## src/rtl/bfe_pkg.sv

```systemverilog
package bfe_pkg;

   localparam int MAX_FILTER_BITS = 1024;
   localparam int MAX_HASHES      = 16;
   localparam int ADDR_W          = $clog2(MAX_FILTER_BITS);
   localparam int FB_W            = 11;
   localparam int HC_W            = 5;
   localparam int HASH_W          = 32;
   localparam int BYTE_W          = 8;
   localparam int DIV_BITS        = 4;
   localparam int DIV_STEPS       = HASH_W / DIV_BITS;
   localparam int DIV_CNT_W       = $clog2(DIV_STEPS);
   localparam int CSR_IDX_W       = 2;

   localparam logic [HASH_W-1:0] DJB_START = 32'd5381;

   typedef enum logic {
      OP_INSERT = 1'b0,
      OP_QUERY  = 1'b1
   } op_type;

   typedef enum logic [CSR_IDX_W-1:0] {
      CSR_FILTER_BITS = 2'd0,
      CSR_HASH_COUNT  = 2'd1
   } csr_index_type;

   typedef enum logic [2:0] {
      ST_CLEAR,
      ST_IDLE,
      ST_DIVIDE,
      ST_ACCESS,
      ST_CHECK,
      ST_DONE
   } state_type;

   typedef struct packed {
      logic clear_step;
      logic absorb;
      logic load;
      logic div_step;
      logic next_probe;
      logic write_bit;
      logic read_bit;
   } cmd_type;

   typedef struct packed {
      logic            clear_last;
      logic [HC_W-1:0] count;
      logic            rd_bit;
   } status_type;

endpackage

```

## src/rtl/bfe_ctrl.sv

```systemverilog
module bfe_ctrl (
   input  logic                 clock,
   input  logic                 reset,
   input  logic                 req_valid,
   output logic                 req_stall,
   input  logic                 req_opcode,
   input  logic                 req_last_byte,
   output logic                 rsp_valid,
   input  logic                 rsp_stall,
   output logic                 rsp_present,
   output bfe_pkg::cmd_type     cmd,
   input  bfe_pkg::status_type  st
);

   bfe_pkg::state_type                state_ff, state_in;
   logic [bfe_pkg::HC_W-1:0]          probe_ff, probe_in;
   logic [bfe_pkg::DIV_CNT_W-1:0]     div_ff, div_in;
   bfe_pkg::op_type                   op_ff, op_in;
   logic                              hit_ff, hit_in;
   logic                              rsp_valid_ff, rsp_valid_in;
   logic                              rsp_present_ff, rsp_present_in;

   always_ff @(posedge clock) begin
      if (reset) begin
         state_ff     <= bfe_pkg::ST_CLEAR;
         probe_ff     <= '0;
         div_ff       <= '0;
         rsp_valid_ff <= 1'b0;
      end else begin
         state_ff     <= state_in;
         probe_ff     <= probe_in;
         div_ff       <= div_in;
         rsp_valid_ff <= rsp_valid_in;
      end
   end

   always_ff @(posedge clock) begin
      op_ff          <= op_in;
      hit_ff         <= hit_in;
      rsp_present_ff <= rsp_present_in;
   end

   always_comb begin
      state_in       = state_ff;
      probe_in       = probe_ff;
      div_in         = div_ff;
      op_in          = op_ff;
      hit_in         = hit_ff;
      rsp_valid_in   = rsp_valid_ff && rsp_stall;
      rsp_present_in = rsp_present_ff;
      cmd            = '0;
      req_stall      = 1'b1;
      unique case (state_ff)
         bfe_pkg::ST_CLEAR: begin
            cmd.clear_step = 1'b1;
            if (st.clear_last) begin
               state_in = bfe_pkg::ST_IDLE;
            end
         end
         bfe_pkg::ST_IDLE: begin
            req_stall = 1'b0;
            if (req_valid) begin
               cmd.absorb = 1'b1;
               if (req_last_byte) begin
                  cmd.load = 1'b1;
                  op_in    = bfe_pkg::op_type'(req_opcode);
                  probe_in = '0;
                  div_in   = '0;
                  if (st.count == '0) begin
                     if (req_opcode == bfe_pkg::OP_QUERY) begin
                        hit_in   = 1'b1;
                        state_in = bfe_pkg::ST_DONE;
                     end
                  end else begin
                     state_in = bfe_pkg::ST_DIVIDE;
                  end
               end
            end
         end
         bfe_pkg::ST_DIVIDE: begin
            cmd.div_step = 1'b1;
            div_in = div_ff + bfe_pkg::DIV_CNT_W'(1);
            if (div_ff == bfe_pkg::DIV_CNT_W'(bfe_pkg::DIV_STEPS - 1)) begin
               state_in = bfe_pkg::ST_ACCESS;
            end
         end
         bfe_pkg::ST_ACCESS: begin
            probe_in = probe_ff + bfe_pkg::HC_W'(1);
            if (op_ff == bfe_pkg::OP_INSERT) begin
               cmd.write_bit = 1'b1;
               if (probe_in == st.count) begin
                  state_in = bfe_pkg::ST_IDLE;
               end else begin
                  cmd.next_probe = 1'b1;
                  div_in         = '0;
                  state_in       = bfe_pkg::ST_DIVIDE;
               end
            end else begin
               cmd.read_bit = 1'b1;
               state_in     = bfe_pkg::ST_CHECK;
            end
         end
         bfe_pkg::ST_CHECK: begin
            if (!st.rd_bit) begin
               hit_in   = 1'b0;
               state_in = bfe_pkg::ST_DONE;
            end else if (probe_ff == st.count) begin
               hit_in   = 1'b1;
               state_in = bfe_pkg::ST_DONE;
            end else begin
               cmd.next_probe = 1'b1;
               div_in         = '0;
               state_in       = bfe_pkg::ST_DIVIDE;
            end
         end
         bfe_pkg::ST_DONE: begin
            if (!rsp_valid_ff || !rsp_stall) begin
               rsp_valid_in   = 1'b1;
               rsp_present_in = hit_ff;
               state_in       = bfe_pkg::ST_IDLE;
            end
         end
         default: begin
            state_in = bfe_pkg::ST_CLEAR;
         end
      endcase
   end

   assign rsp_valid   = rsp_valid_ff;
   assign rsp_present = rsp_present_ff;

endmodule

```

## src/rtl/bfe_dp.sv

```systemverilog
module bfe_dp (
   input  logic                           clock,
   input  logic                           reset,
   input  logic [bfe_pkg::BYTE_W-1:0]     req_key_byte,
   input  logic                           csr_valid,
   input  logic [bfe_pkg::CSR_IDX_W-1:0]  csr_index,
   input  logic [bfe_pkg::FB_W-1:0]       csr_wdata,
   input  bfe_pkg::cmd_type               cmd,
   output bfe_pkg::status_type            st
);

   logic [bfe_pkg::FB_W-1:0]    filter_bits_ff;
   logic [bfe_pkg::HC_W-1:0]    hash_count_ff;
   logic [bfe_pkg::HASH_W-1:0]  h1_ff, h2_ff;
   logic [bfe_pkg::HASH_W-1:0]  h1_in, h2_in;
   logic [bfe_pkg::HASH_W-1:0]  acc_ff, dvd_ff, step_ff;
   logic [bfe_pkg::FB_W-1:0]    rem_ff, rem_in;
   logic [bfe_pkg::ADDR_W-1:0]  clr_addr_ff;
   logic                        rd_ff;
   logic [bfe_pkg::FB_W-1:0]    eff_bits;
   logic [bfe_pkg::HC_W-1:0]    eff_count;
   logic                        wr_en;
   logic                        wr_data;
   logic [bfe_pkg::ADDR_W-1:0]  wr_addr;
   logic [bfe_pkg::ADDR_W-1:0]  probe_addr;
   logic                        mem [bfe_pkg::MAX_FILTER_BITS];

   always_ff @(posedge clock) begin
      if (reset) begin
         filter_bits_ff <= bfe_pkg::FB_W'(bfe_pkg::MAX_FILTER_BITS);
         hash_count_ff  <= bfe_pkg::HC_W'(2);
      end else if (csr_valid) begin
         if (csr_index == bfe_pkg::CSR_FILTER_BITS) begin
            filter_bits_ff <= csr_wdata;
         end
         if (csr_index == bfe_pkg::CSR_HASH_COUNT) begin
            hash_count_ff <= csr_wdata[bfe_pkg::HC_W-1:0];
         end
      end
   end

   always_comb begin
      if (filter_bits_ff == '0) begin
         eff_bits = bfe_pkg::FB_W'(1);
      end else if (filter_bits_ff > bfe_pkg::FB_W'(bfe_pkg::MAX_FILTER_BITS)) begin
         eff_bits = bfe_pkg::FB_W'(bfe_pkg::MAX_FILTER_BITS);
      end else begin
         eff_bits = filter_bits_ff;
      end
      if (hash_count_ff > bfe_pkg::HC_W'(bfe_pkg::MAX_HASHES)) begin
         eff_count = bfe_pkg::HC_W'(bfe_pkg::MAX_HASHES);
      end else begin
         eff_count = hash_count_ff;
      end
   end

   assign h1_in = (h1_ff << 5) + h1_ff + bfe_pkg::HASH_W'(req_key_byte);
   assign h2_in = (h2_ff << 5) - h2_ff + bfe_pkg::HASH_W'(req_key_byte);

   always_ff @(posedge clock) begin
      if (reset) begin
         h1_ff <= bfe_pkg::DJB_START;
         h2_ff <= '0;
      end else if (cmd.load) begin
         h1_ff <= bfe_pkg::DJB_START;
         h2_ff <= '0;
      end else if (cmd.absorb) begin
         h1_ff <= h1_in;
         h2_ff <= h2_in;
      end
   end

   // remainder unit: DIV_BITS restoring steps per cycle, MSB first
   always_comb begin
      logic [bfe_pkg::FB_W:0] trial;
      rem_in = rem_ff;
      for (int k = 0; k < bfe_pkg::DIV_BITS; k++) begin
         trial = {rem_in, dvd_ff[bfe_pkg::HASH_W-1-k]};
         if (trial >= {1'b0, eff_bits}) begin
            trial = trial - {1'b0, eff_bits};
         end
         rem_in = trial[bfe_pkg::FB_W-1:0];
      end
   end

   always_ff @(posedge clock) begin
      if (cmd.load) begin
         dvd_ff  <= h1_in;
         acc_ff  <= h1_in + h2_in;
         step_ff <= h2_in;
         rem_ff  <= '0;
      end else if (cmd.next_probe) begin
         dvd_ff <= acc_ff;
         acc_ff <= acc_ff + step_ff;
         rem_ff <= '0;
      end else if (cmd.div_step) begin
         dvd_ff <= dvd_ff << bfe_pkg::DIV_BITS;
         rem_ff <= rem_in;
      end
   end

   always_ff @(posedge clock) begin
      if (reset) begin
         clr_addr_ff <= '0;
      end else if (cmd.clear_step) begin
         clr_addr_ff <= clr_addr_ff + bfe_pkg::ADDR_W'(1);
      end
   end

   assign probe_addr = rem_ff[bfe_pkg::ADDR_W-1:0];
   assign wr_en      = cmd.clear_step || cmd.write_bit;
   assign wr_data    = !cmd.clear_step;
   assign wr_addr    = cmd.clear_step ? clr_addr_ff : probe_addr;

   always_ff @(posedge clock) begin
      if (wr_en) begin
         mem[wr_addr] <= wr_data;
      end
      if (cmd.read_bit) begin
         rd_ff <= mem[probe_addr];
      end
   end

   assign st.clear_last = (clr_addr_ff == '1);
   assign st.count      = eff_count;
   assign st.rd_bit     = rd_ff;

endmodule

```

## src/rtl/bloom_filter_engine.sv

```systemverilog
// Bloom filter with double hashing, fed one key byte per beat. After reset the
// bit store is swept clear with req_stall held high; register writes are
// taken throughout. Non-final bytes are absorbed into both hashes as they are
// accepted. On the final byte the block derives hash_count probe positions
// (hash_count capped at 16); each goes through an iterative remainder unit that
// retires 4 dividend bits a cycle, then the store bit is written for an insert,
// or read and then tested for a query, which stops at the first clear bit. A
// query answer sits in an output register, and the block keeps taking beats
// while it waits to be taken; the next answer holds the block until then.
module bloom_filter_engine (
   input  logic                           clock,
   input  logic                           reset,
   input  logic                           req_valid,
   output logic                           req_stall,
   input  logic                           req_opcode,
   input  logic [bfe_pkg::BYTE_W-1:0]     req_key_byte,
   input  logic                           req_last_byte,
   output logic                           rsp_valid,
   input  logic                           rsp_stall,
   output logic                           rsp_present,
   input  logic                           csr_valid,
   output logic                           csr_ready,
   input  logic [bfe_pkg::CSR_IDX_W-1:0]  csr_index,
   input  logic [bfe_pkg::FB_W-1:0]       csr_wdata
);

   bfe_pkg::cmd_type    cmd;
   bfe_pkg::status_type st;

   assign csr_ready = 1'b1;

   bfe_ctrl u_ctrl (
      .clock         (clock),
      .reset         (reset),
      .req_valid     (req_valid),
      .req_stall     (req_stall),
      .req_opcode    (req_opcode),
      .req_last_byte (req_last_byte),
      .rsp_valid     (rsp_valid),
      .rsp_stall     (rsp_stall),
      .rsp_present   (rsp_present),
      .cmd           (cmd),
      .st            (st)
   );

   bfe_dp u_dp (
      .clock        (clock),
      .reset        (reset),
      .req_key_byte (req_key_byte),
      .csr_valid    (csr_valid),
      .csr_index    (csr_index),
      .csr_wdata    (csr_wdata),
      .cmd          (cmd),
      .st           (st)
   );

endmodule
```

## config.mk

```make
export PLATFORM = sky130hd
export DESIGN_NAME = bloom_filter_engine
export DESIGN_NICKNAME = d
export VERILOG_FILES = /design/src/rtl/bfe_pkg.sv /design/src/rtl/bfe_ctrl.sv /design/src/rtl/bfe_dp.sv /design/src/rtl/bloom_filter_engine.sv
export SDC_FILE = /design/constraint.sdc
export NUM_CORES = 2
export LEC_CHECK = 0
export ABC_CLOCK_PERIOD_IN_PS = 18700
export BUFFER_PORTS_ARGS = -buffer_cell sky130_fd_sc_hd__buf_2
export CAP_MARGIN = 20
export CORE_MARGIN = 2
export CORE_UTILIZATION = 50
export CTS_CLUSTER_DIAMETER = 30
export DETAILED_ROUTE_END_ITERATION = 10
export PLACE_DENSITY_LB_ADDON = 0.05
export SYNTH_ARGS = -nofsm -noshare
export SYNTH_HDL_FRONTEND = slang
export SYNTH_SLANG_ARGS = --single-unit
```

## constraint.sdc

```tcl
create_clock -name clock -period 18.7 [get_ports clock]
set_input_delay 1.87 -clock clock [delete_from_list [all_inputs] [get_ports clock]]
set_output_delay 1.87 -clock clock [all_outputs]
set_load 0.01 [all_outputs]
```

# Word-level counts from Yosys, hierarchy flattened
# Memory sizes are Yosys's and may differ from the RTL's. A register that Yosys moved wholly into a read port is not among the register bits.
# Index checks and enable logic that the tools add are counted.
# classes
addsub	13
n_lt_le_gt_ge	6
eq_ne	23
reduce_logical	25
mux	59
# op_table
cell	n
2-to-1 mux 32 bit	5
adder 32 bit	3
2-to-1 mux 11 bit	6
adder 32 x 8 -> 32 bit	2
>= comparator 12 x 11 -> 1 bit	4
2-to-1 mux 3 bit	16
subtractor 11 bit	4
subtractor 32 bit	1
2-to-1 mux 1 bit	18
case mux 3 bit (6 select lines)	1
2-to-1 mux 5 bit	3
inequality test 2 bit (second input constant)	7
case mux 3 bit (4 select lines)	1
AND reduction 6 bit	2
greater-than comparator 11 bit (second input constant)	1
zero test 11 bit	1
adder 10 x 1 -> 10 bit (second input constant)	1
== test 10 bit (second input constant)	1
== test 5 bit	2
2-to-1 mux 10 bit	1
2-to-1 mux 2 bit	5
case mux 5 bit (2 select lines)	1
== test 3 bit (second input constant)	3
inequality test 2 x 1 -> 1 bit (second input constant)	4
other kinds (21)	33
# totals
reg_bits	212
output_inout_bits	4
inputBits	28
mem_count	1
ram_bits	1024
word_cells	143
# mem_list
memory	depth	word_bits	read_ports	rd_clocked_by_memory_dff	wr	line_no	text
u_dp.mem	1024	1	1	1	1	bfe_dp.sv:26	logic mem [bfe_pkg::MAX_FILTER_BITS];

# Logic depth before layout (Yosys ltp)
# logic_depth
ltp_word	11
ltp_mapped	47
ltp_nobuf	44

# Hierarchy
# From an unflattened synthesis, not the netlist that was laid out.
# unflattened
hier_cells	4826
hier_area_um2	61729.2
# modules_own_cells
module	area_each_um2	cells_each	n_inst
bfe_dp	60702.0	4700	1
bfe_ctrl	1016.0	124	1
bloom_filter_engine	11.3	2	1

# Worst setup path before layout
# OpenSTA, ideal clock, no wires.
# synth_path
kind	register to register
start	register u_ctrl.state_ff[0]
end	memory u_dp.mem[768] (enable)
required_ps	18446
path_buffers	3
path_slack_ps	-1909
stages_incl_launch_ff	9
setup_time_ps	254
arrival_ps	20355
path_cell_list	dfxtp_1 clkbuf_1 nor3_1 inv_1 clkbuf_1 o31ai_1 nand2_1 clkbuf_1 nor2_1
# synth_between
elab_chain_cells	5
# synth_rtl
item	line_no	text
start: declaration	bfe_ctrl.sv:15	bfe_pkg::state_type state_ff, state_in;
start signal: assignment	bfe_ctrl.sv:25	state_ff <= bfe_pkg::ST_CLEAR;
start signal: assignment	bfe_ctrl.sv:30	state_ff <= state_in;
== test 3 x 2 -> 1 bit / zero test 3 bit (equally long branches)	bfe_ctrl.sv:53	unique case (state_ff)
2-to-1 mux 2 bit / 2-to-1 mux 1 bit (equally long branches)	bfe_ctrl.sv:53	
logical OR 1 bit	bfe_dp.sv:111	assign wr_en = cmd.clear_step || cmd.write_bit;
2-to-1 mux 1 bit	bfe_dp.sv:116	if (wr_en) begin
2-to-1 mux 1 bit (implied by the code)	bfe_dp.sv:117	mem[wr_addr] <= wr_data;
end: declaration	bfe_dp.sv:26	
# Parallel ways exist; a longest one is shown, timed or not.

# Final worst setup path
# layout_path
start	register u_dp.filter_bits_ff[6] in the netlist's numbering
end	register u_dp.rem_ff[6] in the netlist's numbering
# layout_between
elab_chain_cells	11
# layout_rtl
item	line_no	text
start: declaration	bfe_dp.sv:12	logic [bfe_pkg::FB_W-1:0] filter_bits_ff;
start signal: assignment	bfe_dp.sv:30	filter_bits_ff <= bfe_pkg::FB_W'(bfe_pkg::MAX_FILTER_BITS);
start signal: assignment	bfe_dp.sv:34	filter_bits_ff <= csr_wdata;
greater-than comparator 11 bit	bfe_dp.sv:45	end else if (filter_bits_ff > bfe_pkg::FB_W'(bfe_pkg::MAX_FILTER_BITS)) begin
2-to-1 mux 11 bit	bfe_dp.sv:45	
2-to-1 mux 11 bit (*)	bfe_dp.sv:43	if (filter_bits_ff == '0) begin
subtractor 11 bit / >= comparator 12 x 11 -> 1 bit (equally long branches)	bfe_dp.sv:80, bfe_dp.sv:79	
2-to-1 mux 11 bit	bfe_dp.sv:79	if (trial >= {1'b0, eff_bits}) begin
subtractor 11 bit / >= comparator 12 x 11 -> 1 bit (equally long branches)	bfe_dp.sv:80, bfe_dp.sv:79	
2-to-1 mux 11 bit	bfe_dp.sv:79	
subtractor 11 bit / >= comparator 12 x 11 -> 1 bit (equally long branches)	bfe_dp.sv:80, bfe_dp.sv:79	
2-to-1 mux 11 bit	bfe_dp.sv:79	
subtractor 11 bit / >= comparator 12 x 11 -> 1 bit (equally long branches)	bfe_dp.sv:80, bfe_dp.sv:79	
2-to-1 mux 11 bit (*)	bfe_dp.sv:79	
end signal: assignment	bfe_dp.sv:98	rem_ff <= rem_in;
end: declaration	bfe_dp.sv:17	logic [bfe_pkg::FB_W-1:0] rem_ff, rem_in;
# Every way passes the cells marked *; elsewhere a longest branch is shown, timed or not.
# A chain may end at the register's enable or synchronous reset.

==> flow_metrics.env <==
export IMPL_seqPwrFrac_pct=35.3
export IMPL_grt_use_met1_pct=35.9
export IMPL_yosysWarnings=0
export IMPL_grt_pass1_wl_um=257000
export IMPL_syn_area_sq_mm=0.0620
export IMPL_synth_edf_count=1124
export IMPL_cts_hold_buf=0
export IMPL_synth_top_area_share_pct=54.4
export IMPL_synth_top_family_by_area="multiplexers"
export IMPL_drt_wirelength_per_cell_um=24.7
export IMPL_violations="slew limit"
export IMPL_drt_initial_drc_count=3737
export IMPL_viasPerCell=5.92
export IMPL_antenna_found_initial=1
export IMPL_synth_top_area_cell="edfxtp_1"
export IMPL_io_buffers=30
export IMPL_cts_buffers=305
export IMPL_tightest_slew_ps=1580
export IMPL_ys_types=79
export IMPL_fin_crit_ps=11460
export IMPL_combPwrFrac_pct=3.8
export IMPL_hpwl_um=97500
export IMPL_ys_top_cells_by_count="nor2_1 (1196), edfxtp_1 (1124), mux4_2 (341)"
export IMPL_finalNetCount=5302
export IMPL_grt_util_met3_pct=5.36
export IMPL_critPathRequiredTime_ps=19410
export IMPL_num_fill_cells=9803
export IMPL_synthMuxAreaShare_pct=13.7
export IMPL_dieArea_sq_mm=0.127
export IMPL_wl_um=170000
export IMPL_clock_latency_ps=900
export IMPL_worst_path_max_fanout=17
export IMPL_synth_seq_cells=1237
export IMPL_slew_limit_headroom_pct=-5.34
export IMPL_min_from="u_ctrl.hit_ff"
export IMPL_p_leak_nw=22.9
export IMPL_drv_cap=0
export IMPL_finalSetupTns_ps=0
export IMPL_busiest_layer="met2"
export IMPL_cts_buffer_depth=4
export IMPL_rows=129
export IMPL_syn_instance_count=4944
export IMPL_grt_use_total_pct=27.1
export IMPL_p_sw_share_pct=21.1
export IMPL_die_h_um=356
export IMPL_synth_compound_area_share_pct=6.04
export IMPL_internal_power_mw=6.69
export IMPL_drv_slew=119
export IMPL_critPathKind="flop to flop"
export IMPL_rsz0062_at_grt="no"
export IMPL_synth_avg_cell_area_sq_um=12.5
export IMPL_power_mw=8.48
export IMPL_design_core_area_sq_mm=0.123
export IMPL_n_antenna_cell=0
export IMPL_max_stage_delay_ps=630
export IMPL_power_density_mw_per_mm2=114
export IMPL_critPathCaptureType="flop"
export IMPL_crit_arrival_ps=12170
export IMPL_dr_pass1_iters=5
export IMPL_io_pins=32
export IMPL_ir_worst_vdd_v=0.0000967
export IMPL_gp_congestion=0.899
export IMPL_power_switching_mw=1.79
export IMPL_synth_seq_area_share_pct=58.1
export IMPL_antenna_left=0
export IMPL_min_path_type="flop to flop"
export IMPL_yosys_area_share_xor_xnor_pct=1.92
export IMPL_clockRootBuffer="clkbuf_16"
export IMPL_clk_pin_slew_ps=40
export IMPL_synthArstFlopShare_pct=0
export IMPL_min_period_over_period_pct=61.3
export IMPL_grt_max_degree=317
export IMPL_drive_above_1_share_pct=19.3
export IMPL_finalHoldViolations=0
export IMPL_finalSetupViolations=0
export IMPL_cts_resized=0
export IMPL_clkPwrFrac_pct=60.9
export IMPL_area_growth_syn_to_layout_pct=20.0
export IMPL_dr_total_vias=40800
export IMPL_drc=0
export IMPL_cts_tree="done"
export IMPL_post_synth_top_count_cell="nor2_1"
export IMPL_skew_ps=87.6
export IMPL_clock_sinks=1237
export IMPL_synth_main_ff_cell="edfxtp_1"
export IMPL_synth_fa_ha_area_share_pct=5.01
export IMPL_cts_setup_buffers=0
export IMPL_grt_pass1_vias=41500
export IMPL_synthTopCellsByArea="edfxtp_1 (54%), mux4_2 (12%), nor2_1 (7.2%)"
export IMPL_cts_htree_levels=5
export IMPL_outcome="finished, violations left"
export IMPL_syn_nets=5212
export IMPL_synth_simple_area_share_pct=12.3
export IMPL_clock_fmax_ghz=0.0873
export IMPL_r2r_start="u_dp.filter_bits_ff[6]"
export IMPL_start_util_pct=50.3
export IMPL_grt_remaining_overflow=0
export IMPL_start_kind="flop"
export IMPL_startpoint="u_dp.filter_bits_ff[6]"
export IMPL_crit_slowest_cell="nor4_1"
export IMPL_fp_dieW_um=356
export IMPL_fin_util_pct=60.3
export IMPL_grt_use_met2_pct=45.0
export IMPL_crit_top_cell="o21ai_0"
## state kept, by name, summed over array words and instances (netlist names), 11 cells and up
| register | flops |
|---|---|
| u_dp.acc_ff | 32 |
| u_dp.dvd_ff | 32 |
| u_dp.filter_bits_ff | 11 |
| u_dp.h1_ff | 32 |
| u_dp.h2_ff | 32 |
| u_dp.mem | 1024 |
| u_dp.rem_ff | 11 |
| u_dp.step_ff | 32 |
## area by class of cell
cell class              count  area (sq um)  share of cell area (%)
well taps                1637          2050                    2.75
clock inverters           177          2070                    2.79
clock buffers             352          7960                    10.7
flip-flops and latches   1237         36000                    48.4
repair buffers            129          1480                    1.99
inverters                 140           536                   0.720
multi-input cells        3221         24300                    32.6
## worst max-delay path, delay by kind of cell, from the launching register on
family	cells	cell delay [ps]
AO/OA/AOI/OAI	24	5320
buffers and inverters	2	280
adder cells (fa/ha/maj)	5	1850
AND/OR/NAND/NOR	10	2730
multiplexers	2	820
flip-flops	1	330
## worst paths after layout
| check | to | slack (ps) | cells past startpoint |
|---|---|---|---|
| max | u_dp.rem_ff[6] | 7240 | 43 |
| min | u_ctrl.rsp_present | 420 | 0 |
| max reg2reg | u_dp.rem_ff[6] | 7240 | 43 |
| min reg2reg | u_ctrl.rsp_present | 420 | 0 |
## cell families (layout without fill, tap and decap cells)
group | after synthesis | after routing
simple gates | 1840 | 1840
flops | 1237 | 1237
compound gates | 588 | 588
buf+inv | 486 | 798
mux | 418 | 418
fa+ha+maj | 240 | 240
xor+xnor | 134 | 134
other cells | 1 | 1
## stage by stage
stage | std cells | hold slack [ps] | worst slack (ps) | instance area, sq um
finish | 6893 | 424 | 7240 | 74400
global route | 6893 | 424 | 6400 | 74400
CTS | 6869 | 423 | 7430 | 73800
detailed placement | 6340 | 413 | 7460 | 63700
global placement | 6335 | 402 | 7500 | 63600
floorplan | 4944 | 400 | 8090 | 62000
## power by group through the flow
stage	sequential (mW)	combinational [mW]	clock, mW
3_3_place_gp	3.04	0.317	0
6_report	2.99	0.321	5.16
2_1_floorplan	3.04	0.226	0
4_1_cts	2.99	0.320	5.22
3_5_place_dp	3.04	0.319	0
5_1_grt	2.99	0.353	5.39
## metal layers
layer	wire length [um]	share of wire (%)	vias to the layer above
met1	69500	41	20600
met4	4710	2.8	2
li1	-	-	18500
met5	13	0.0076	-
met2	83800	49	1390
met3	12300	7.2	280
## layout by cell type (no fill, tap or decap), types with 14 or more instances in the layout
cell type,instances
nor2_1,1196
edfxtp_1,1124
mux4_2,341
clkbuf_16,308
nand2_1,285
ha_1,226
a21oi_1,177
inv_1,138
o21ai_0,129
dfxtp_1,107
xnor2_1,91
nor3_1,78
buf_4,67
mux2i_1,63
nand3_1,57
a21o_1,52
xor2_1,42
clkinv_2,42
bufinv_16,42
clkinv_1,36
nand2_2,35
clkbuf_1,35
nor2b_1,32
clkinvlp_4,30
buf_2,30
a31oi_1,27
buf_16,27
or3_1,24
nand4_1,23
o211ai_1,21
a211oi_1,21
nand2b_1,21
o21a_1,20
and3_1,17
o31ai_1,17
a21boi_0,15
fa_1,14
Power figures use the tool's default switching activity.
